<file path="src/rtl/aarch64_instruction_decoder_unit_assert.svh">
// Assertion macros for the instruction decoder unit.
`ifndef AARCH64_INSTRUCTION_DECODER_UNIT_ASSERT_SVH
`define AARCH64_INSTRUCTION_DECODER_UNIT_ASSERT_SVH
`ifndef SYNTHESIS
`define A64D_ASSERT(label, prop, msg) \
    label: assert property (@(posedge clk) disable iff (!rst_n) prop) else $error(msg);
`define A64D_ASSERT_RST(label, prop, msg) \
    label: assert property (@(posedge clk) prop) else $error(msg);
`else
`define A64D_ASSERT(label, prop, msg)
`define A64D_ASSERT_RST(label, prop, msg)
`endif
`endif

</file>
<file path="src/rtl/a64dec_pkg.sv">
// Package: types, codes and the classify function of the instruction decoder.
package a64dec_pkg;
    localparam int unsigned QDepth = 2;
    localparam logic [6:0] MnUnknown = 7'd73;
    localparam logic [3:0] CatOther = 4'd8;

    typedef enum logic [3:0] {
        CL_NONE, CL_ADR, CL_ADDI, CL_MOVW, CL_B, CL_CB, CL_BCOND, CL_TB, CL_BR,
        CL_LS, CL_DPR, CL_SYS, CL_EXC
    } cls_t;

    typedef struct packed {
        logic [31:0] word;
        logic        whole;
        logic [63:0] pc;
        cls_t        cls;
        logic        pro;
        logic        epi;
    } front_item_t;

    typedef struct packed {
        logic        decoded;
        logic [6:0]  mnemonic_id;
        logic [3:0]  category;
        logic [1:0]  operand_count;
        logic [8:0]  slot_kinds;
        logic [6:0]  reg_first;
        logic [6:0]  reg_second;
        logic [6:0]  reg_third;
        logic [63:0] immediate;
        logic [63:0] target;
        logic [7:0]  flags;
    } result_t;

    function automatic cls_t classify(input logic [31:0] w);
        logic [6:0] op0;
        op0 = w[31:25];
        if ((op0 & 7'h71) == 7'h10) return CL_ADR;
        else if ((op0 & 7'h71) == 7'h11) return CL_ADDI;
        else if ((op0 & 7'h3F) == 7'h25) return CL_MOVW;
        else if ((op0 & 7'h7C) == 7'h14) return CL_B;
        else if ((op0 & 7'h7E) == 7'h34) return CL_CB;
        else if ((op0 & 7'h7E) == 7'h54) return CL_BCOND;
        else if ((op0 & 7'h7E) == 7'h36) return CL_TB;
        else if ((op0 & 7'h7E) == 7'h6A) return CL_BR;
        else if ((op0 & 7'h0A) == 7'h08) return CL_LS;
        else if ((op0 & 7'h0E) == 7'h0A) return CL_DPR;
        else if ((w & 32'hFFC00000) == 32'hD5000000) return CL_SYS;
        else if ((w & 32'hFF000000) == 32'hD4000000) return CL_EXC;
        return CL_NONE;
    endfunction

    function automatic logic [6:0] reg_code(input logic [4:0] num, input logic x,
                                            input logic sp);
        if (num == 5'd31) begin
            if (sp) return x ? 7'd32 : 7'd65;
            return x ? 7'd31 : 7'd64;
        end
        return x ? {2'b00, num} : 7'd33 + {2'b00, num};
    endfunction
endpackage

</file>
<file path="src/rtl/a64dec_if.sv">
// Valid/ready channel interface carrying one item.
interface a64dec_in_if;
    logic        valid;
    logic        ready;
    logic [31:0] instruction_word;
    logic        whole_word;
    logic [63:0] pc_address;
    modport source (output valid, instruction_word, whole_word, pc_address, input ready);
    modport sink (input valid, instruction_word, whole_word, pc_address, output ready);
endinterface

interface a64dec_out_if;
    logic        valid;
    logic        ready;
    logic        decoded;
    logic [6:0]  mnemonic_id;
    logic [3:0]  category;
    logic [1:0]  operand_count;
    logic [8:0]  slot_kinds;
    logic [6:0]  reg_first;
    logic [6:0]  reg_second;
    logic [6:0]  reg_third;
    logic [63:0] immediate;
    logic [63:0] target;
    logic [7:0]  flags;
    modport source (output valid, decoded, mnemonic_id, category, operand_count, slot_kinds,
        reg_first, reg_second, reg_third, immediate, target, flags, input ready);
    modport sink (input valid, decoded, mnemonic_id, category, operand_count, slot_kinds,
        reg_first, reg_second, reg_third, immediate, target, flags, output ready);
endinterface

</file>
<file path="src/rtl/a64dec_front.sv">
// Front end: takes an item, classifies it and matches prologue/epilogue patterns.
module a64dec_front
(
    input  logic                  clk,
    input  logic                  rst_n,
    a64dec_in_if.sink             in_ch,
    output logic                  f_valid,
    input  logic                  f_ready,
    output a64dec_pkg::front_item_t f_item
);
    logic                    valid_reg;
    a64dec_pkg::front_item_t item_reg;
    a64dec_pkg::front_item_t item_next;
    logic [31:0]             w;

    assign w = in_ch.instruction_word;
    assign in_ch.ready = !valid_reg || f_ready;
    assign f_valid = valid_reg;
    assign f_item = item_reg;

    always_comb
    begin
        item_next.word  = w;
        item_next.whole = in_ch.whole_word;
        item_next.pc    = in_ch.pc_address;
        item_next.cls   = a64dec_pkg::classify(w);
        item_next.pro   = in_ch.whole_word && (((w & 32'hFFC07FFF) == 32'hA9007BFD)
            || ((w & 32'hFF0003FF) == 32'hD10003FF) || w == 32'hD503233F
            || w == 32'hD503237F);
        item_next.epi   = in_ch.whole_word && (((w & 32'hFFFFFC1F) == 32'hD65F0000)
            || w == 32'hD65F0BFF || w == 32'hD65F0FFF);
    end

    always_ff @(posedge clk or negedge rst_n)
    begin
        if (!rst_n)
            valid_reg <= 1'b0;
        else if (in_ch.ready)
            valid_reg <= in_ch.valid;
    end

    always_ff @(posedge clk)
    begin
        if (in_ch.valid && in_ch.ready)
            item_reg <= item_next;
    end
endmodule

</file>
<file path="src/rtl/a64dec_queue.sv">
// Short queue between front and back end.
module a64dec_queue
(
    input  logic                    clk,
    input  logic                    rst_n,
    input  logic                    wr_valid,
    output logic                    wr_ready,
    input  a64dec_pkg::front_item_t wr_item,
    output logic                    rd_valid,
    input  logic                    rd_ready,
    output a64dec_pkg::front_item_t rd_item
);
    `include "aarch64_instruction_decoder_unit_assert.svh"
    localparam int unsigned PtrW = $clog2(a64dec_pkg::QDepth);
    a64dec_pkg::front_item_t mem_reg [a64dec_pkg::QDepth];
    logic [PtrW-1:0] wp_reg, rp_reg;
    logic [PtrW:0]   cnt_reg;
    logic            push, pop;

    assign wr_ready = cnt_reg != (PtrW+1)'(a64dec_pkg::QDepth);
    assign rd_valid = cnt_reg != '0;
    assign rd_item  = mem_reg[rp_reg];
    assign push = wr_valid && wr_ready;
    assign pop  = rd_valid && rd_ready;

    always_ff @(posedge clk or negedge rst_n)
    begin
        if (!rst_n)
        begin
            wp_reg <= '0;
            rp_reg <= '0;
            cnt_reg <= '0;
        end
        else
        begin
            if (push) wp_reg <= wp_reg + 1'b1;
            if (pop) rp_reg <= rp_reg + 1'b1;
            cnt_reg <= cnt_reg + (PtrW+1)'(push) - (PtrW+1)'(pop);
        end
    end

    always_ff @(posedge clk)
    begin
        if (push) mem_reg[wp_reg] <= wr_item;
    end

    `A64D_ASSERT(q_no_overflow, (cnt_reg == (PtrW+1)'(a64dec_pkg::QDepth)) |-> !push,
        "queue push when full")
    `A64D_ASSERT(q_count_step, (push && !pop) |=> (cnt_reg == $past(cnt_reg) + 1'b1),
        "queue count did not rise")
    `A64D_ASSERT_RST(q_reset_empty, !rst_n |-> (cnt_reg == '0), "queue not empty in reset")
endmodule

</file>
<file path="src/rtl/a64dec_back.sv">
// Back end: field extraction, register coding and target add, into an output register.
module a64dec_back
(
    input  logic                    clk,
    input  logic                    rst_n,
    input  logic                    b_valid,
    output logic                    b_ready,
    input  a64dec_pkg::front_item_t b_item,
    a64dec_out_if.source            out_ch
);
    `include "aarch64_instruction_decoder_unit_assert.svh"
    logic                valid_reg;
    a64dec_pkg::result_t res_reg, r;
    logic [31:0] w;
    logic [63:0] pc, tb, toff;
    logic        sf, sub, setf, neg, ld;
    logic [4:0]  rd, rn, rm;
    logic [3:0]  opc4;
    logic [4:0]  k;
    logic [6:0]  h;
    logic [1:0]  opc2;

    assign b_ready = !valid_reg || out_ch.ready;

    always_comb
    begin
        w = b_item.word;
        pc = b_item.pc;
        sf = w[31];
        rd = w[4:0];
        rn = w[9:5];
        rm = w[20:16];
        sub = w[30];
        setf = w[29];
        neg = w[21];
        ld = w[22];
        opc4 = w[24:21];
        opc2 = w[30:29];
        k = {w[23:21], w[1:0]};
        h = {w[11:8], w[7:5]};
        tb = pc;
        toff = '0;
        r = '0;
        r.mnemonic_id = a64dec_pkg::MnUnknown;
        r.category = a64dec_pkg::CatOther;
        case (b_item.cls)
            a64dec_pkg::CL_ADR:
            begin
                r.mnemonic_id = sf ? 7'd1 : 7'd0;
                r.category = 4'd0;
                r.operand_count = 2'd2;
                r.slot_kinds = 9'o031;
                r.reg_first = a64dec_pkg::reg_code(rd, 1'b1, 1'b0);
                if (sf)
                begin
                    tb = pc & ~64'hFFF;
                    toff = {{31{w[23]}}, w[23:5], w[30:29], 12'h000};
                end
                else
                    toff = {{43{w[23]}}, w[23:5], w[30:29]};
            end
            a64dec_pkg::CL_ADDI:
            begin
                r.immediate = (w[23:22] != 2'b00) ? {40'h0, w[21:10], 12'h000}
                                                  : {52'h0, w[21:10]};
                if (sub && rd == 5'd31 && setf)
                begin
                    r.mnemonic_id = 7'd2;
                    r.category = 4'd1;
                    r.operand_count = 2'd2;
                    r.slot_kinds = 9'o021;
                    r.reg_first = a64dec_pkg::reg_code(rn, sf, 1'b1);
                end
                else
                begin
                    r.mnemonic_id = 7'd3 + {5'd0, sub, 1'b0} + {6'd0, setf};
                    r.category = 4'd2;
                    r.operand_count = 2'd3;
                    r.slot_kinds = 9'o211;
                    r.reg_first = a64dec_pkg::reg_code(rd, sf, !setf);
                    r.reg_second = a64dec_pkg::reg_code(rn, sf, 1'b1);
                end
            end
            a64dec_pkg::CL_MOVW:
            begin
                r.mnemonic_id = 7'd7 + {5'd0, opc2};
                r.category = 4'd0;
                r.operand_count = 2'd2;
                r.slot_kinds = 9'o021;
                r.reg_first = a64dec_pkg::reg_code(rd, sf, 1'b0);
                r.immediate = {48'h0, w[20:5]} << {w[22:21], 4'b0000};
            end
            a64dec_pkg::CL_B:
            begin
                r.mnemonic_id = sf ? 7'd12 : 7'd11;
                r.category = sf ? 4'd3 : 4'd4;
                r.operand_count = 2'd1;
                r.flags = {6'd0, sf, 1'b1};
                r.slot_kinds = 9'o003;
                toff = {{36{w[25]}}, w[25:0], 2'b00};
            end
            a64dec_pkg::CL_CB:
            begin
                r.mnemonic_id = w[24] ? 7'd14 : 7'd13;
                r.category = 4'd4;
                r.operand_count = 2'd2;
                r.flags = 8'h09;
                r.slot_kinds = 9'o031;
                r.reg_first = a64dec_pkg::reg_code(rd, sf, 1'b0);
                toff = {{43{w[23]}}, w[23:5], 2'b00};
            end
            a64dec_pkg::CL_BCOND:
            begin
                r.mnemonic_id = 7'd15 + {3'd0, w[3:0]};
                r.category = 4'd4;
                r.operand_count = 2'd1;
                r.flags = 8'h09;
                r.slot_kinds = 9'o003;
                toff = {{43{w[23]}}, w[23:5], 2'b00};
            end
            a64dec_pkg::CL_TB:
            begin
                r.mnemonic_id = w[24] ? 7'd32 : 7'd31;
                r.category = 4'd4;
                r.operand_count = 2'd3;
                r.flags = 8'h09;
                r.slot_kinds = 9'o321;
                r.reg_first = a64dec_pkg::reg_code(rd, sf, 1'b0);
                r.immediate = {58'h0, sf, w[23:19]};
                toff = {{48{w[18]}}, w[18:5], 2'b00};
            end
            a64dec_pkg::CL_BR:
            begin
                case (opc4)
                    4'd0: begin r.mnemonic_id = 7'd33; r.category = 4'd4; r.flags = 8'h01; end
                    4'd1: begin r.mnemonic_id = 7'd34; r.category = 4'd3; r.flags = 8'h03; end
                    4'd2: begin r.mnemonic_id = 7'd35; r.category = 4'd5; r.flags = 8'h05; end
                    default: begin r.mnemonic_id = 7'd36; r.category = 4'd4; end
                endcase
                if (!(opc4 == 4'd2 && rn == 5'd30))
                begin
                    r.operand_count = 2'd1;
                    r.slot_kinds = 9'o001;
                    r.reg_first = a64dec_pkg::reg_code(rn, 1'b1, 1'b0);
                end
            end
            a64dec_pkg::CL_LS:
            begin
                if (w[29:28] == 2'd3 && w[25:24] == 2'd1)
                begin
                    r.mnemonic_id = ld ? 7'd37 : 7'd38;
                    r.category = 4'd0;
                    r.operand_count = 2'd2;
                    r.flags = ld ? 8'h10 : 8'h20;
                    r.slot_kinds = 9'o041;
                    r.reg_first = a64dec_pkg::reg_code(rd, w[31:30] == 2'd3, 1'b0);
                    r.reg_second = a64dec_pkg::reg_code(rn, 1'b1, 1'b1);
                    r.immediate = {52'h0, w[21:10]} << w[31:30];
                end
                else if (w[29:27] == 3'd5)
                begin
                    r.mnemonic_id = ld ? 7'd39 : 7'd40;
                    r.category = ld ? 4'd0 : 4'd6;
                    r.operand_count = 2'd3;
                    r.flags = ld ? 8'h10 : 8'h20;
                    r.slot_kinds = 9'o411;
                    r.reg_first = a64dec_pkg::reg_code(rd, sf, 1'b0);
                    r.reg_second = a64dec_pkg::reg_code(w[14:10], sf, 1'b0);
                    r.reg_third = a64dec_pkg::reg_code(rn, 1'b1, 1'b1);
                    r.immediate = sf ? {{54{w[21]}}, w[21:15], 3'b000}
                                     : {{55{w[21]}}, w[21:15], 2'b00};
                end
                else
                begin
                    r.mnemonic_id = 7'd41;
                    r.category = 4'd0;
                end
            end
            a64dec_pkg::CL_DPR:
            begin
                if (w[28:25] == 4'b0101)
                begin
                    r.reg_first = a64dec_pkg::reg_code(rd, sf, 1'b0);
                    if (opc2 == 2'd1 && !neg && rn == 5'd31 && w[15:10] == 6'd0
                        && w[23:22] == 2'd0)
                    begin
                        r.mnemonic_id = 7'd50;
                        r.category = 4'd0;
                        r.operand_count = 2'd2;
                        r.slot_kinds = 9'o011;
                        r.reg_second = a64dec_pkg::reg_code(rm, sf, 1'b0);
                    end
                    else
                    begin
                        r.mnemonic_id = 7'd42 + {4'd0, neg, 2'b00} + {5'd0, opc2};
                        r.category = 4'd7;
                        r.operand_count = 2'd3;
                        r.slot_kinds = 9'o111;
                        r.reg_second = a64dec_pkg::reg_code(rn, sf, 1'b0);
                        r.reg_third = a64dec_pkg::reg_code(rm, sf, 1'b0);
                    end
                end
                else if (w[28:24] == 5'h0B)
                begin
                    if (sub && rd == 5'd31 && setf)
                    begin
                        r.mnemonic_id = 7'd2;
                        r.category = 4'd1;
                        r.operand_count = 2'd2;
                        r.slot_kinds = 9'o011;
                        r.reg_first = a64dec_pkg::reg_code(rn, sf, 1'b1);
                        r.reg_second = a64dec_pkg::reg_code(rm, sf, 1'b0);
                    end
                    else
                    begin
                        r.mnemonic_id = 7'd3 + {5'd0, sub, 1'b0} + {6'd0, setf};
                        r.category = 4'd2;
                        r.operand_count = 2'd3;
                        r.slot_kinds = 9'o111;
                        r.reg_first = a64dec_pkg::reg_code(rd, sf, !setf);
                        r.reg_second = a64dec_pkg::reg_code(rn, sf, 1'b1);
                        r.reg_third = a64dec_pkg::reg_code(rm, sf, 1'b0);
                    end
                end
                else
                begin
                    r.mnemonic_id = 7'd51;
                    r.category = 4'd8;
                end
            end
            a64dec_pkg::CL_SYS:
            begin
                r.category = 4'd10;
                if (w[20:19] == 2'd1 && !w[21] && rd == 5'd31)
                begin
                    if (w[15:12] == 4'd2 && w[18:16] == 3'd3)
                    begin
                        r.mnemonic_id = (h <= 7'd5) ? 7'd52 + h : 7'd58;
                        if (h == 7'd0) r.category = 4'd9;
                    end
                    else if (w[15:12] == 4'd3)
                    begin
                        case (w[7:5])
                            3'd2: r.mnemonic_id = 7'd59;
                            3'd4: r.mnemonic_id = 7'd60;
                            3'd5: r.mnemonic_id = 7'd61;
                            3'd6: r.mnemonic_id = 7'd62;
                            default: r.mnemonic_id = 7'd63;
                        endcase
                    end
                    else
                        r.mnemonic_id = 7'd64;
                end
                else if (w[20])
                begin
                    r.mnemonic_id = w[21] ? 7'd65 : 7'd66;
                    r.operand_count = 2'd1;
                    r.slot_kinds = 9'o001;
                    r.reg_first = a64dec_pkg::reg_code(rd, 1'b1, 1'b0);
                end
                else
                    r.mnemonic_id = 7'd64;
            end
            a64dec_pkg::CL_EXC:
            begin
                if (k >= 5'd1 && k <= 5'd4) r.mnemonic_id = 7'd66 + {2'd0, k};
                else if (k == 5'd8) r.mnemonic_id = 7'd71;
                else r.mnemonic_id = 7'd72;
                r.category = 4'd10;
                r.operand_count = 2'd1;
                r.slot_kinds = 9'o002;
                r.immediate = {48'h0, w[20:5]};
            end
            default: ;
        endcase
        if (r.slot_kinds[2:0] == 3'd3 || r.slot_kinds[5:3] == 3'd3
            || r.slot_kinds[8:6] == 3'd3)
            r.target = tb + toff;
        r.flags[6] = b_item.pro;
        r.flags[7] = b_item.epi;
        if (!b_item.whole)
        begin
            r = '0;
            r.mnemonic_id = a64dec_pkg::MnUnknown;
            r.category = a64dec_pkg::CatOther;
        end
        r.decoded = b_item.whole;
    end

    always_ff @(posedge clk or negedge rst_n)
    begin
        if (!rst_n)
            valid_reg <= 1'b0;
        else if (b_ready)
            valid_reg <= b_valid;
    end

    always_ff @(posedge clk)
    begin
        if (b_valid && b_ready)
            res_reg <= r;
    end

    assign out_ch.valid = valid_reg;
    assign out_ch.decoded = res_reg.decoded;
    assign out_ch.mnemonic_id = res_reg.mnemonic_id;
    assign out_ch.category = res_reg.category;
    assign out_ch.operand_count = res_reg.operand_count;
    assign out_ch.slot_kinds = res_reg.slot_kinds;
    assign out_ch.reg_first = res_reg.reg_first;
    assign out_ch.reg_second = res_reg.reg_second;
    assign out_ch.reg_third = res_reg.reg_third;
    assign out_ch.immediate = res_reg.immediate;
    assign out_ch.target = res_reg.target;
    assign out_ch.flags = res_reg.flags;

    `A64D_ASSERT(b_hold, (valid_reg && !out_ch.ready) |=> (valid_reg && $stable(res_reg)),
        "result changed under stall")
    `A64D_ASSERT(b_short, (valid_reg && !res_reg.decoded) |-> (res_reg.flags == 8'h00),
        "flags set on short word")
    `A64D_ASSERT(b_load, (b_valid && b_ready) |=> valid_reg, "taken item not shown")
endmodule

</file>
<file path="src/rtl/aarch64_instruction_decoder_unit.sv">
// Top level of the AArch64 instruction decoder unit.
// Takes one instruction word, its address and a whole-word bit per cycle while in_ch is
// ready, and returns one decode result per item, back to back at one item a cycle while
// out_ch is ready. An item passes through the front register (classify, pattern match),
// an entry of the two-entry queue and the back output register (field decode and the 64-bit
// target adder). Either side may stall independently; the queue absorbs the difference.
module aarch64_instruction_decoder_unit
(
    input logic          clk,
    input logic          rst_n,
    a64dec_in_if.sink    in_ch,
    a64dec_out_if.source out_ch
);
    logic                    f_valid, f_ready, b_valid, b_ready;
    a64dec_pkg::front_item_t f_item, b_item;

    a64dec_front u_front
    (
        .clk(clk), .rst_n(rst_n), .in_ch(in_ch),
        .f_valid(f_valid), .f_ready(f_ready), .f_item(f_item)
    );

    a64dec_queue u_queue
    (
        .clk(clk), .rst_n(rst_n),
        .wr_valid(f_valid), .wr_ready(f_ready), .wr_item(f_item),
        .rd_valid(b_valid), .rd_ready(b_ready), .rd_item(b_item)
    );

    a64dec_back u_back
    (
        .clk(clk), .rst_n(rst_n),
        .b_valid(b_valid), .b_ready(b_ready), .b_item(b_item), .out_ch(out_ch)
    );
endmodule

</file>
<file path="src/flat_wrapper.sv">
// flat-port wrapper written by rule: the top's interface ports become plain ports
module aarch64_instruction_decoder_unit_flat 
  (clk, rst_n, in_ch_valid, in_ch_instruction_word, in_ch_whole_word, in_ch_pc_address, in_ch_ready, out_ch_valid, out_ch_decoded, out_ch_mnemonic_id, out_ch_category, out_ch_operand_count, out_ch_slot_kinds, out_ch_reg_first, out_ch_reg_second, out_ch_reg_third, out_ch_immediate, out_ch_target, out_ch_flags, out_ch_ready);
  a64dec_in_if in_ch_i ();
  a64dec_out_if out_ch_i ();
  input logic clk;
  input logic rst_n;
  input wire logic [$bits(in_ch_i.valid)-1:0] in_ch_valid;
  input wire logic [$bits(in_ch_i.instruction_word)-1:0] in_ch_instruction_word;
  input wire logic [$bits(in_ch_i.whole_word)-1:0] in_ch_whole_word;
  input wire logic [$bits(in_ch_i.pc_address)-1:0] in_ch_pc_address;
  output wire logic [$bits(in_ch_i.ready)-1:0] in_ch_ready;
  output wire logic [$bits(out_ch_i.valid)-1:0] out_ch_valid;
  output wire logic [$bits(out_ch_i.decoded)-1:0] out_ch_decoded;
  output wire logic [$bits(out_ch_i.mnemonic_id)-1:0] out_ch_mnemonic_id;
  output wire logic [$bits(out_ch_i.category)-1:0] out_ch_category;
  output wire logic [$bits(out_ch_i.operand_count)-1:0] out_ch_operand_count;
  output wire logic [$bits(out_ch_i.slot_kinds)-1:0] out_ch_slot_kinds;
  output wire logic [$bits(out_ch_i.reg_first)-1:0] out_ch_reg_first;
  output wire logic [$bits(out_ch_i.reg_second)-1:0] out_ch_reg_second;
  output wire logic [$bits(out_ch_i.reg_third)-1:0] out_ch_reg_third;
  output wire logic [$bits(out_ch_i.immediate)-1:0] out_ch_immediate;
  output wire logic [$bits(out_ch_i.target)-1:0] out_ch_target;
  output wire logic [$bits(out_ch_i.flags)-1:0] out_ch_flags;
  input wire logic [$bits(out_ch_i.ready)-1:0] out_ch_ready;
  assign in_ch_i.valid = in_ch_valid;
  assign in_ch_i.instruction_word = in_ch_instruction_word;
  assign in_ch_i.whole_word = in_ch_whole_word;
  assign in_ch_i.pc_address = in_ch_pc_address;
  assign in_ch_ready = in_ch_i.ready;
  assign out_ch_valid = out_ch_i.valid;
  assign out_ch_decoded = out_ch_i.decoded;
  assign out_ch_mnemonic_id = out_ch_i.mnemonic_id;
  assign out_ch_category = out_ch_i.category;
  assign out_ch_operand_count = out_ch_i.operand_count;
  assign out_ch_slot_kinds = out_ch_i.slot_kinds;
  assign out_ch_reg_first = out_ch_i.reg_first;
  assign out_ch_reg_second = out_ch_i.reg_second;
  assign out_ch_reg_third = out_ch_i.reg_third;
  assign out_ch_immediate = out_ch_i.immediate;
  assign out_ch_target = out_ch_i.target;
  assign out_ch_flags = out_ch_i.flags;
  assign out_ch_i.ready = out_ch_ready;
  aarch64_instruction_decoder_unit u_core (.clk(clk), .rst_n(rst_n), .in_ch(in_ch_i), .out_ch(out_ch_i));
endmodule
</file>
<file path="config.mk">
export PLATFORM = sky130hd
export DESIGN_NAME = aarch64_instruction_decoder_unit_flat
export DESIGN_NICKNAME = d
export VERILOG_FILES = /design/src/rtl/a64dec_pkg.sv /design/src/rtl/a64dec_if.sv /design/src/rtl/a64dec_front.sv /design/src/rtl/a64dec_queue.sv /design/src/rtl/a64dec_back.sv /design/src/rtl/aarch64_instruction_decoder_unit.sv /design/src/flat_wrapper.sv
export VERILOG_INCLUDE_DIRS = /design/src /design/src/rtl
export SDC_FILE = /design/constraint.sdc
export NUM_CORES = 1
export LEC_CHECK = 0
export BUFFER_PORTS_ARGS = -buffer_cell sky130_fd_sc_hd__clkbuf_2
export CORE_AREA = 2 2 220 222
export DETAILED_ROUTE_END_ITERATION = 7
export DIE_AREA = 0 0 222 224
export PLACE_DENSITY_LB_ADDON = 0.1
export SYNTH_ARGS = -nofsm -noshare
export SYNTH_HDL_FRONTEND = slang
export SYNTH_SLANG_ARGS = --single-unit
</file>
<file path="constraint.sdc">
create_clock -name clk -period 11.46 [get_ports clk]
set_input_delay 0 -clock clk [delete_from_list [all_inputs] [get_ports clk]]
set_output_delay 0 -clock clk [all_outputs]
set_load 0.03 [all_outputs]
</file>
Word level (Yosys, flattened, before mapping)
Memories as Yosys holds them, arrays and structs flattened.
Cells that the tools add are included.
- add/subtract/negate cells: 17
- order comparisons: 3
- equality and inequality tests: 58
- shift-type cells: 2
- multiplexer cells: 219
- bitwise logic cells: 1
- reduce and logical (&&, ||, !) cells: 41
- operator list (kind ; number):
    $mux 7 ; 63
    $pmux 64 s5 ; 1
    $pmux 22 s12 ; 1
    $pmux 64 s4 ; 1
    $eq 32x32->1 const B ; 4
    $mux 1 ; 99
    $mux 96 ; 1
    $mux 33 ; 2
    $add 64x64->64 ; 1
    $mux 32 ; 2
    $mux 64 ; 1
    $shl 12x2->64 ; 1
    $shl 16x6->64 ; 1
    $pmux 7 s9 ; 1
    $mux 17 ; 3
    $mux 43 ; 1
    $pmux 7 s3 ; 2
    $mux 4 ; 9
    $mux 6 ; 6
    $add 6x5->7 const A ; 4
    $eq 4x2->1 const B ; 7
    $eq 27x27->1 const B ; 1
    $mux 26 ; 1
    $eq 25x25->1 const B ; 1
    other kinds (56) ; 127
- flip-flop bits (word level): 289
- RAM bits: 206
- input port bits: 101
- output and inout bits: 182
- logic and storage cells: 367
- memories kept: 1
- memories (name ; depth ; bits a word ; read ports ; clocked after Yosys merged registers in ; write ports ; RTL line ; source):
    u_core.u_queue.mem_reg ; 2 ; 103 ; 1 ; 0 ; 1 ; a64dec_queue.sv:15 ; a64dec_pkg::front_item_t mem_reg [a64dec_pkg::QDepth];

Depth between registers and ports, before layout
Gate-level depths: netlist (run 1).
An unclocked memory read counts as a cell.
- word-level depth: 19
- mapped depth: 23
- mapped depth without buffers: 17

Cells and area by module
A second synthesis (run 1) with hierarchy kept.
- cells, all modules: 2229
- area total of the unflattened synthesis: 26088.8 µm²
- by module, submodules not included (module ; instances ; cells each ; area an instance (µm²) ; sequential area each (µm²)):
    a64dec_back ; 1 ; 1726 ; 14695.3 ; 5400.2
    a64dec_queue ; 1 ; 343 ; 7903.8 ; 6286.0
    a64dec_front ; 1 ; 160 ; 3489.6 ; 3118.0

Least setup slack after synthesis (run 1)
OpenSTA, ideal clock, no wires.
- path kind: register -> register
- start point: register u_core.u_queue.cnt_reg[1]
- end point: register u_core.u_queue.cnt_reg[1]
- setup time: 0.080 ns
- data arrival time: 10.956 ns
- data required time: 11.380 ns
- slack: 0.424 ns
- stages on the path, launching flop included: 8
- path buffers: 0
- period minus slack after synthesis: 11.036 ns
- cells stage by stage: dfrtp_1 > nor2_1 > a21oi_1 > ha_1 > inv_1 > ha_1 > xnor2_1 > xnor2_1
- elaborated cells between the ends (all ways): 6
- classes of those cells: add/sub (2); eq/ne (1); reduce/logical (3)
- RTL lines (what ; RTL line ; source):
    start: declaration ; a64dec_queue.sv:17 ; logic [PtrW:0] cnt_reg;
    start signal: assignment ; a64dec_queue.sv:38 ; cnt_reg <= cnt_reg + (PtrW+1)'(push) - (PtrW+1)'(pop);
    $reduce_bool 2->1 ; a64dec_queue.sv:21 ; assign rd_valid = cnt_reg != '0;
    $logic_and 1x1->1 ; a64dec_queue.sv:24 ; assign pop = rd_valid && rd_ready;
    via u_core.u_queue.pop ; a64dec_queue.sv:18 ; logic push, pop;
    $sub 2x1->2 ; a64dec_queue.sv:38 ;
The timed path passes the listed nets, and every way through them passes these cells.
A chain may end at the register's enable or synchronous reset.

Final worst setup path (run 1)
- start point: register u_core.u_queue.rp_reg
- end point: register u_core.u_back.res_reg, in the netlist u_core.u_back.out_ch.target[60] (data pin)
- word-level cells in the longest chain between the ends: 12
- elaborated cells between the ends (all ways): 60
- classes of those cells: add/sub (1); eq/ne (26); mux (15); reduce/logical (17); memory (1)
- ends and longest elaborated chain (what ; RTL line ; source):
    start: declaration ; a64dec_queue.sv:16 ; logic [PtrW-1:0] wp_reg, rp_reg;
    start signal: assignment ; a64dec_queue.sv:37 ; if (pop) rp_reg <= rp_reg + 1'b1;
    $mem_v2 2x103 (*) ; -- ;
    branches (longest 11 deep; another with $add 64x64->64) ; -- ;
    end signal: assignment ; a64dec_back.sv:301 ; res_reg <= r;
    end: declaration ; a64dec_back.sv:13 ; a64dec_pkg::result_t res_reg, r;
Every way passes the cells marked *.

==> results of run 1 <==
==> worst register-to-register path, cell delays in order, from the launching register on <==
cell and delay [ns]:
dfrtp_4 0.76, buf_4 0.81, mux2i_1 0.83, inv_2 0.38
ha_1 0.33, a22oi_1 0.17, o21ai_0 0.18, ha_1 0.40
and2b_1 0.21, o211ai_4 0.13, a211oi_1 0.46, o211ai_1 0.23
a2111oi_2 0.60, o21ai_1 0.27, a31oi_1 0.31, o21a_1 0.15
nor3_1 0.04
==> Yosys cell counts (21+ instances only) <==
cell and count:
xnor2_1 38, nor2_1 235, clkbuf_1 74, a21o_1 37, o21ai_0 120, nand3_1 37, inv_1 40, edfxtp_1 488
nor3_1 56, mux2_2 59, mux2i_1 38, buf_2 26, ha_1 96, a21oi_1 193, nand2_1 176, xor2_1 21
nand2b_1 21, nand4_1 31
==> power by group through the flow <==
| stage | logic, W | registers (W) | clock network [W] |
|---|---|---|---|
| floorplan | 0.00300 | 0.00350 | 0 |
| CTS | 0.00496 | 0.00296 | 0.00170 |
| global placement | 0.00490 | 0.00297 | 0 |
| global route | 0.00540 | 0.00300 | 0.00177 |
| finish | 0.00505 | 0.00296 | 0.00167 |
| detailed placement | 0.00490 | 0.00299 | 0 |
==> worst max-delay path by stage <==
| stage | start | to | slack [ns] | cells past startpoint |
|---|---|---|---|---|
| after floorplan | u_core.u_queue.cnt_reg[1] | u_core.u_queue.cnt_reg[1] | 0.42 | 7 |
| after global placement | u_core.u_queue.rp_reg | u_core.u_back.out_ch.target[55] | 5.21 | 17 |
| after detailed placement | u_core.u_queue.rp_reg | u_core.u_back.out_ch.target[60] | 5.09 | 16 |
| after CTS | u_core.u_queue.rp_reg | u_core.u_back.out_ch.target[60] | 5.07 | 16 |
| after global routing | u_core.u_queue.rp_reg | u_core.u_back.out_ch.target[60] | 4.47 | 16 |
| final | u_core.u_queue.rp_reg | u_core.u_back.out_ch.target[60] | 4.91 | 16 |
==> layer usage <==
layer | track usage [%] | up-vias | share of wire [%]
met5 | 0 | - | 0
met4 | 10.5 | 0 | 3.2
met3 | 4.42 | 145 | 8.1
met2 | 46.5 | 1011 | 45
met1 | 44.9 | 9489 | 44
li1 | - | 8932 | -
==> metrics by stage <==
step,utilization (%),hold WS [ns],worst slack (ns),std cells
floorplan,-,-0.296,0.424,2161
global placement,57.6,-0.169,5.21,2975
detailed placement,57.6,-0.166,5.09,2975
CTS,63.3,0.0767,5.07,3165
global route,63.3,0.0935,4.47,3166
finish,63.3,0.107,4.91,3166
==> cell families (layout without fill, tap and decap cells) <==
kind of cell / after synthesis / count (layout) / share of synthesized area (%)
XOR/XNOR: 59 / 59 / 2.04
adder cells (fa/ha/maj): 97 / 97 / 4.82
buffers and inverters: 167 / 557 / 2.89
flip-flops: 494 / 494 / 58.5
other: 1 / 1 / 0.0148
multiplexers: 106 / 106 / 4.68
AO/OA/AOI/OAI: 578 / 578 / 15.0
AND/OR/NAND/NOR: 659 / 659 / 12.1
==> layout by cell type (no fill, tap or decap), types with 8 or more instances in the layout <==
master         instances
a21o_1                37
a21oi_1              192
a221oi_1              19
a222oi_1              15
a22oi_1               13
a31oi_1               20
and2_1                13
and3_1                12
buf_4                 37
bufinv_16              8
clkbuf_16             50
clkbuf_2             281
clkinv_2               9
dlygate4sd3_1        101
edfxtp_1             488
ha_1                  96
inv_1                 40
inv_2                  8
mux2_2                59
mux2i_1               37
nand2_1              176
nand2b_1              21
nand3_1               37
nand4_1               31
nor2_1               233
nor2b_1               17
nor3_1                56
nor3b_1                8
o211ai_1              11
o21a_1                17
o21ai_0              120
o21bai_1              14
o221ai_1              10
o22ai_1               20
or3_1                 10
xnor2_1               38
xor2_1                21
==> timing repair <==
| action | CTS | global route |
|---|---|---|
| endpoints found under the hold margin | 111 | 0 |
| setup buffers | 0 | 0 |
| hold buffers | 101 | 0 |
==> area by class of cell <==
type / instances / share of cell area, %
multi-input cells: 1500 / 32.8
flip-flops and latches: 494 / 49.4
well taps: 615 / 2.57
clock buffers: 57 / 4.26
inverters: 48 / 0.601
clock inverters: 32 / 1.38
repair buffers: 420 / 9.01
==> impl_metrics.env, run 1 <==
export IMPL_crit_reg2reg_launch="u_core.u_queue.rp_reg"
export IMPL_drive_gt1_share_pct=20.1
export IMPL_path_cells="buf_4, mux2i_1, inv_2, ha_1, a22oi_1, o21ai_0, ha_1, and2b_1, o211ai_4, a211oi_1, o211ai_1, a2111oi_2, o21ai_1, a31oi_1, o21a_1, nor3_1"
export IMPL_power_density_nw_per_um2=323
export IMPL_post_dp_hpwl_mm=53.9
export IMPL_worstPathRequired_ns=11.79
export IMPL_max_freq_ghz=0.153
export IMPL_max_stage_delay_ns=0.80
export IMPL_fillers=3659
export IMPL_status="complete, no violations"
export IMPL_synth_largest_area_cell="edfxtp_1"
export IMPL_grt_pass1_vias=18800
export IMPL_ys_types=95
export IMPL_p_sw_w=0.00444
export IMPL_crit_slowest_cell="buf_4"
export IMPL_cts_root_buffer="clkbuf_16"
export IMPL_fin_nets=2711
export IMPL_worstHoldStart="in_ch_pc_address[0]"
export IMPL_syn_avg_cell_area_um2=11.7
export IMPL_num_rows=80
export IMPL_drc_errors=0
export IMPL_vias=19600
export IMPL_end_kind="flop"
export IMPL_path_delay_family="compound AO/OA/AOI/OAI gates"
export IMPL_placed_area_um2=27300
export IMPL_p_total_w=0.00968
export IMPL_ys_ff_latch=494
export IMPL_min_to="u_core.u_front.f_item[6]"
export IMPL_place_gp_congestion=0.951
export IMPL_fin_area_um2=30000
export IMPL_synthArstFlopShare_pct=1.21
export IMPL_cap_violations=0
export IMPL_grt_first_pass_wirelength_mm=114
export IMPL_core_area_um2=47300
export IMPL_diodes=0
export IMPL_p_int_w=0.00524
export IMPL_r2r_worst_path_cells=16
export IMPL_ant_nets=0
export IMPL_synth_cells=2161
export IMPL_path_clk_slew_ns=0.06
export IMPL_max_slew_margin_pct=20.5
export IMPL_postRouteWirelength_mm=77.2
export IMPL_fin_crit_sh_pct=57.1
export IMPL_clock_tree_buffer_depth=3
export IMPL_die_y_um=224
export IMPL_globalRouteOverflowTotal=0
export IMPL_netlist_area_um2=25300
export IMPL_grtUsageTotal_pct=30.5
export IMPL_vias_per_cell=6.18
export IMPL_synth_nets=2359
export IMPL_cts_resized=0
export IMPL_grt_max_degree=84
export IMPL_pwr_share_seq_pct=30.5
export IMPL_hold_class="in2reg"
export IMPL_start_util_pct=53.5
export IMPL_setup_tns_ns=0
export IMPL_p_leak_nw=11.3
export IMPL_synth_edf_count=488
export IMPL_ir_worst_vdd_mv=0.367
export IMPL_yosysWarnings=0
export IMPL_cts_buffers=49
export IMPL_rrSetupSlack_ns=4.91
export IMPL_seq_area_um2=14800
export IMPL_synth_ff_type="edfxtp_1"
export IMPL_r2r_end="u_core.u_back.out_ch.target[60]"
export IMPL_hold_depth=2
export IMPL_layout_min_cycle_time_ns=6.55
export IMPL_synthTopCellsByArea="edfxtp_1 58%, ha_1 4.7%, a21oi_1 3.8%"
export IMPL_swShare_pct=45.8
export IMPL_crit_fanout=58
export IMPL_worst_pin_slew_ns=1.18
export IMPL_largest_reg_flops=206
export IMPL_area_growth_syn_to_layout_pct=18.4
export IMPL_worst_path_most_repeated_cell="ha_1"
export IMPL_insertion_delay_ns=0.60
export IMPL_dieArea_um2=49700
export IMPL_antenna_found_initial=0
export IMPL_pwr_share_comb_pct=52.2
export IMPL_yosysSeqAreaShare_pct=58.5
export IMPL_setup_violations=0
export IMPL_fin_worst_skew_ns=0.0160
export IMPL_io_pins=283
export IMPL_port_buffers=281
export IMPL_rsz0062_at_grt="false"
export IMPL_firstDrtPassIters=6
export IMPL_cts_sink_count=494
export IMPL_worstPathArrival_ns=6.87
export IMPL_die_width_um=222
export IMPL_drv_slew=0
export IMPL_hold_viol=0
export IMPL_clkPwrFrac_pct=17.3
export IMPL_multi_input_area_um2=9830
export IMPL_cp_start_kind="flop"
export IMPL_synth_top_cell_area_share_pct=57.9
export IMPL_crit_type="reg2reg"
export IMPL_cts_tree="done"
export IMPL_htreeDepth=2
export IMPL_drt_wirelength_per_cell_um=24.4
export IMPL_initialDrtViolationCount=2297
export IMPL_cp_buffers_inverters=2
(Power assumes the default switching activity.)
==> run 2: changes to the inputs <==
- clock period: 11.46 -> 6.8 ns (I/O delays scaled with it)
==> run 2 against run 1 <==
Combinational power rose by 72%. Design area is 0.48% higher. First-iteration DRC count grew 12%. Non-clock buffer count rose by 24. Fmax grew 8.5%. Die area is the same. Largest cell class unchanged. Largest power group unchanged.
==> impl_metrics.env, run 2 (synthesized netlist as in run 1, its figures left out) <==
export IMPL_clock_tree_buffer_depth=3
export IMPL_grtUsageTotal_pct=31.3
export IMPL_max_freq_ghz=0.166
export IMPL_fillers=3687
export IMPL_final_cells=3191
export IMPL_cts_resized=0
export IMPL_wl_met3_mm=6.78
export IMPL_antenna_found_initial=0
export IMPL_htreeDepth=2
export IMPL_worstPathRequired_ns=7.15
export IMPL_grt_first_pass_wirelength_mm=118
export IMPL_multi_input_area_um2=9840
export IMPL_hold_viol=0
export IMPL_drt_wirelength_per_cell_um=24.8
export IMPL_max_slew_margin_pct=9.57
export IMPL_initialDrtViolationCount=2567
export IMPL_placedCellCount=3000
export IMPL_worstPathArrival_ns=6.39
export IMPL_ant_nets=0
export IMPL_core_area_um2=47300
export IMPL_crit_slowest_cell="mux2i_1"
export IMPL_seq_area_um2=14800
export IMPL_postRouteWirelength_mm=79.2
export IMPL_vias_per_cell=6.25
export IMPL_path_delay_family="compound AO/OA/AOI/OAI gates"
export IMPL_die_width_um=222
export IMPL_drc_errors=0
export IMPL_cts_setup_buffers=0
export IMPL_ir_worst_vdd_mv=0.408
export IMPL_crit_cells=17
export IMPL_drv_slew=0
export IMPL_met2_length_mm=35.7
export IMPL_cp_buffers_inverters=2
export IMPL_largest_reg_flops=206
export IMPL_dieArea_um2=49700
export IMPL_port_buffers=281
export IMPL_final_common_cell="edfxtp_1"
export IMPL_cts_root_buffer="clkbuf_16"
export IMPL_setup_violations=0
export IMPL_cts_sink_count=494
export IMPL_crit_fanout=41
export IMPL_cts_tree="done"
export IMPL_setup_tns_ns=0
export IMPL_worst_path_most_repeated_cell="nor2_1"
export IMPL_status="complete, no violations"
export IMPL_grt_pass1_vias=19500
export IMPL_area_growth_syn_to_layout_pct=19.0
export IMPL_r2r_worst_path_cells=17
export IMPL_hold_depth=2
export IMPL_path_clk_slew_ns=0.06
export IMPL_rsz0062_at_grt="false"
export IMPL_start_util_pct=53.5
export IMPL_cts_buffers=49
export IMPL_vias=19900
export IMPL_fin_crit_sh_pct=88.8
export IMPL_insertion_delay_ns=0.60
export IMPL_p_leak_nw=11.4
export IMPL_firstDrtPassIters=6
export IMPL_cp_start_kind="flop"
export IMPL_worst_pin_slew_ns=1.35
export IMPL_crit_type="reg2reg"
export IMPL_max_stage_delay_ns=0.82
export IMPL_end_kind="flop"
export IMPL_post_dp_hpwl_mm=56.2
export IMPL_layout_min_cycle_time_ns=6.04
export IMPL_place_gp_congestion=1.00
export IMPL_die_y_um=224
export IMPL_num_rows=80
export IMPL_drive_gt1_share_pct=20.7
export IMPL_fin_nets=2735
export IMPL_power_density_nw_per_um2=545
export IMPL_route_layer_met1_wl_mm=34.3
export IMPL_hold_class="in2reg"
export IMPL_io_pins=283
export IMPL_fin_worst_skew_ns=0.0205
export IMPL_cap_violations=0
export IMPL_diodes=0
export IMPL_grt_max_degree=83
export IMPL_globalRouteOverflowTotal=0
export IMPL_final_cell_mix="488 x edfxtp_1, 281 x clkbuf_2, 233 x nor2_1"
export IMPL_routed_top_layer="met4"
export IMPL_path_cells="buf_4, mux2i_1, inv_2, nor2_1, nor2_1, a21oi_1, o211ai_1, ha_1, o21ai_0, a21oi_1, o21ai_0, o221ai_1, nor2_1, a2111o_1, a211oi_1, o21a_1, nor3_1"
-- run 2: cell types whose count changed in the layout (fill, tap and decap cells not counted), sizes merged --
cell      change
bufinv        -2
buf          +24
inv           -1
clkinvlp      -1
clkinv        +8
clkbuf        -3
-- run 2: worst paths after layout --
| path | startpoint | end | slack, ns |
|---|---|---|---|
| setup / recovery | u_core.u_queue.rp_reg | u_core.u_back.out_ch.target[61] | 0.76 |
| hold / removal | in_ch_pc_address[38] | u_core.u_front.f_item[44] | 0.12 |
| setup reg to reg | u_core.u_queue.rp_reg | u_core.u_back.out_ch.target[61] | 0.76 |
| hold reg to reg | u_core.u_front.f_item[46] | u_core.u_queue.mem_reg[1][46] | 0.44 |
| max in group asynchronous | rst_n | u_core.u_queue.rp_reg | 6.17 |
| min in group asynchronous | rst_n | u_core.u_queue.cnt_reg[0] | 0.38 |
-- run 2: timing repair --
| item | 4_1_cts | 5_1_grt |
|---|---|---|
| endpoints found under the hold margin | 111 | 0 |
| setup endpoints to repair | 0 | 0 |
| hold buffers | 101 | 0 |
-- run 2: routing by layer --
metal | vias up | GRT usage (%)
met2 | 1089 | 48.6
li1 | 8980 | -
met1 | 9710 | 45.8
met5 | - | 0
met3 | 152 | 4.42
met4 | 0 | 10.1
-- run 2: area by class of cell --
type                            count  share of cell area, %
Clock buffer                       54                   4.20
Clock inverter                     36                   1.23
Inverter                           48                  0.598
Multi-Input combinational cell   1500                   32.7
Sequential cell                   494                   49.2
Tap cell                          615                   2.55
Timing Repair Buffer              444                   9.61
-- run 2: worst register-to-register path, stage by stage (launching register included) --
cell and delay, ns:
dfrtp_4 0.74, buf_4 0.63, mux2i_1 0.85, inv_2 0.37
nor2_1 0.31, nor2_1 0.09, a21oi_1 0.15, o211ai_1 0.11
ha_1 0.44, o21ai_0 0.13, a21oi_1 0.27, o21ai_0 0.11
o221ai_1 0.32, nor2_1 0.17, a2111o_1 0.49, a211oi_1 0.41
o21a_1 0.16, nor3_1 0.04
-- run 2: power by group --
group	leakage (nW)	internal, W	switching [W]
registers	4.80	0.00458	0.000400
clock network	0.799	0.00158	0.00115
logic	5.84	0.00268	0.00602
total	11.4	0.00884	0.00756
-- run 2: stage by stage --
stage | setup slack [ns] | instance area, µm² | total power [W] | hold slack, ns | utilization [%]
CTS | 0.925 | 30100 | 0.0163 | 0.0788 | 63.6
detailed placement | 0.937 | 27500 | 0.0135 | -0.163 | 58.0
finish | 0.764 | 30100 | 0.0164 | 0.117 | 63.6
global route | 0.446 | 30100 | 0.0172 | 0.114 | 63.6
floorplan | 1.36 | 25300 | 0.0108 | -0.296 | -
global placement | 0.966 | 27500 | 0.0134 | -0.168 | 58.0
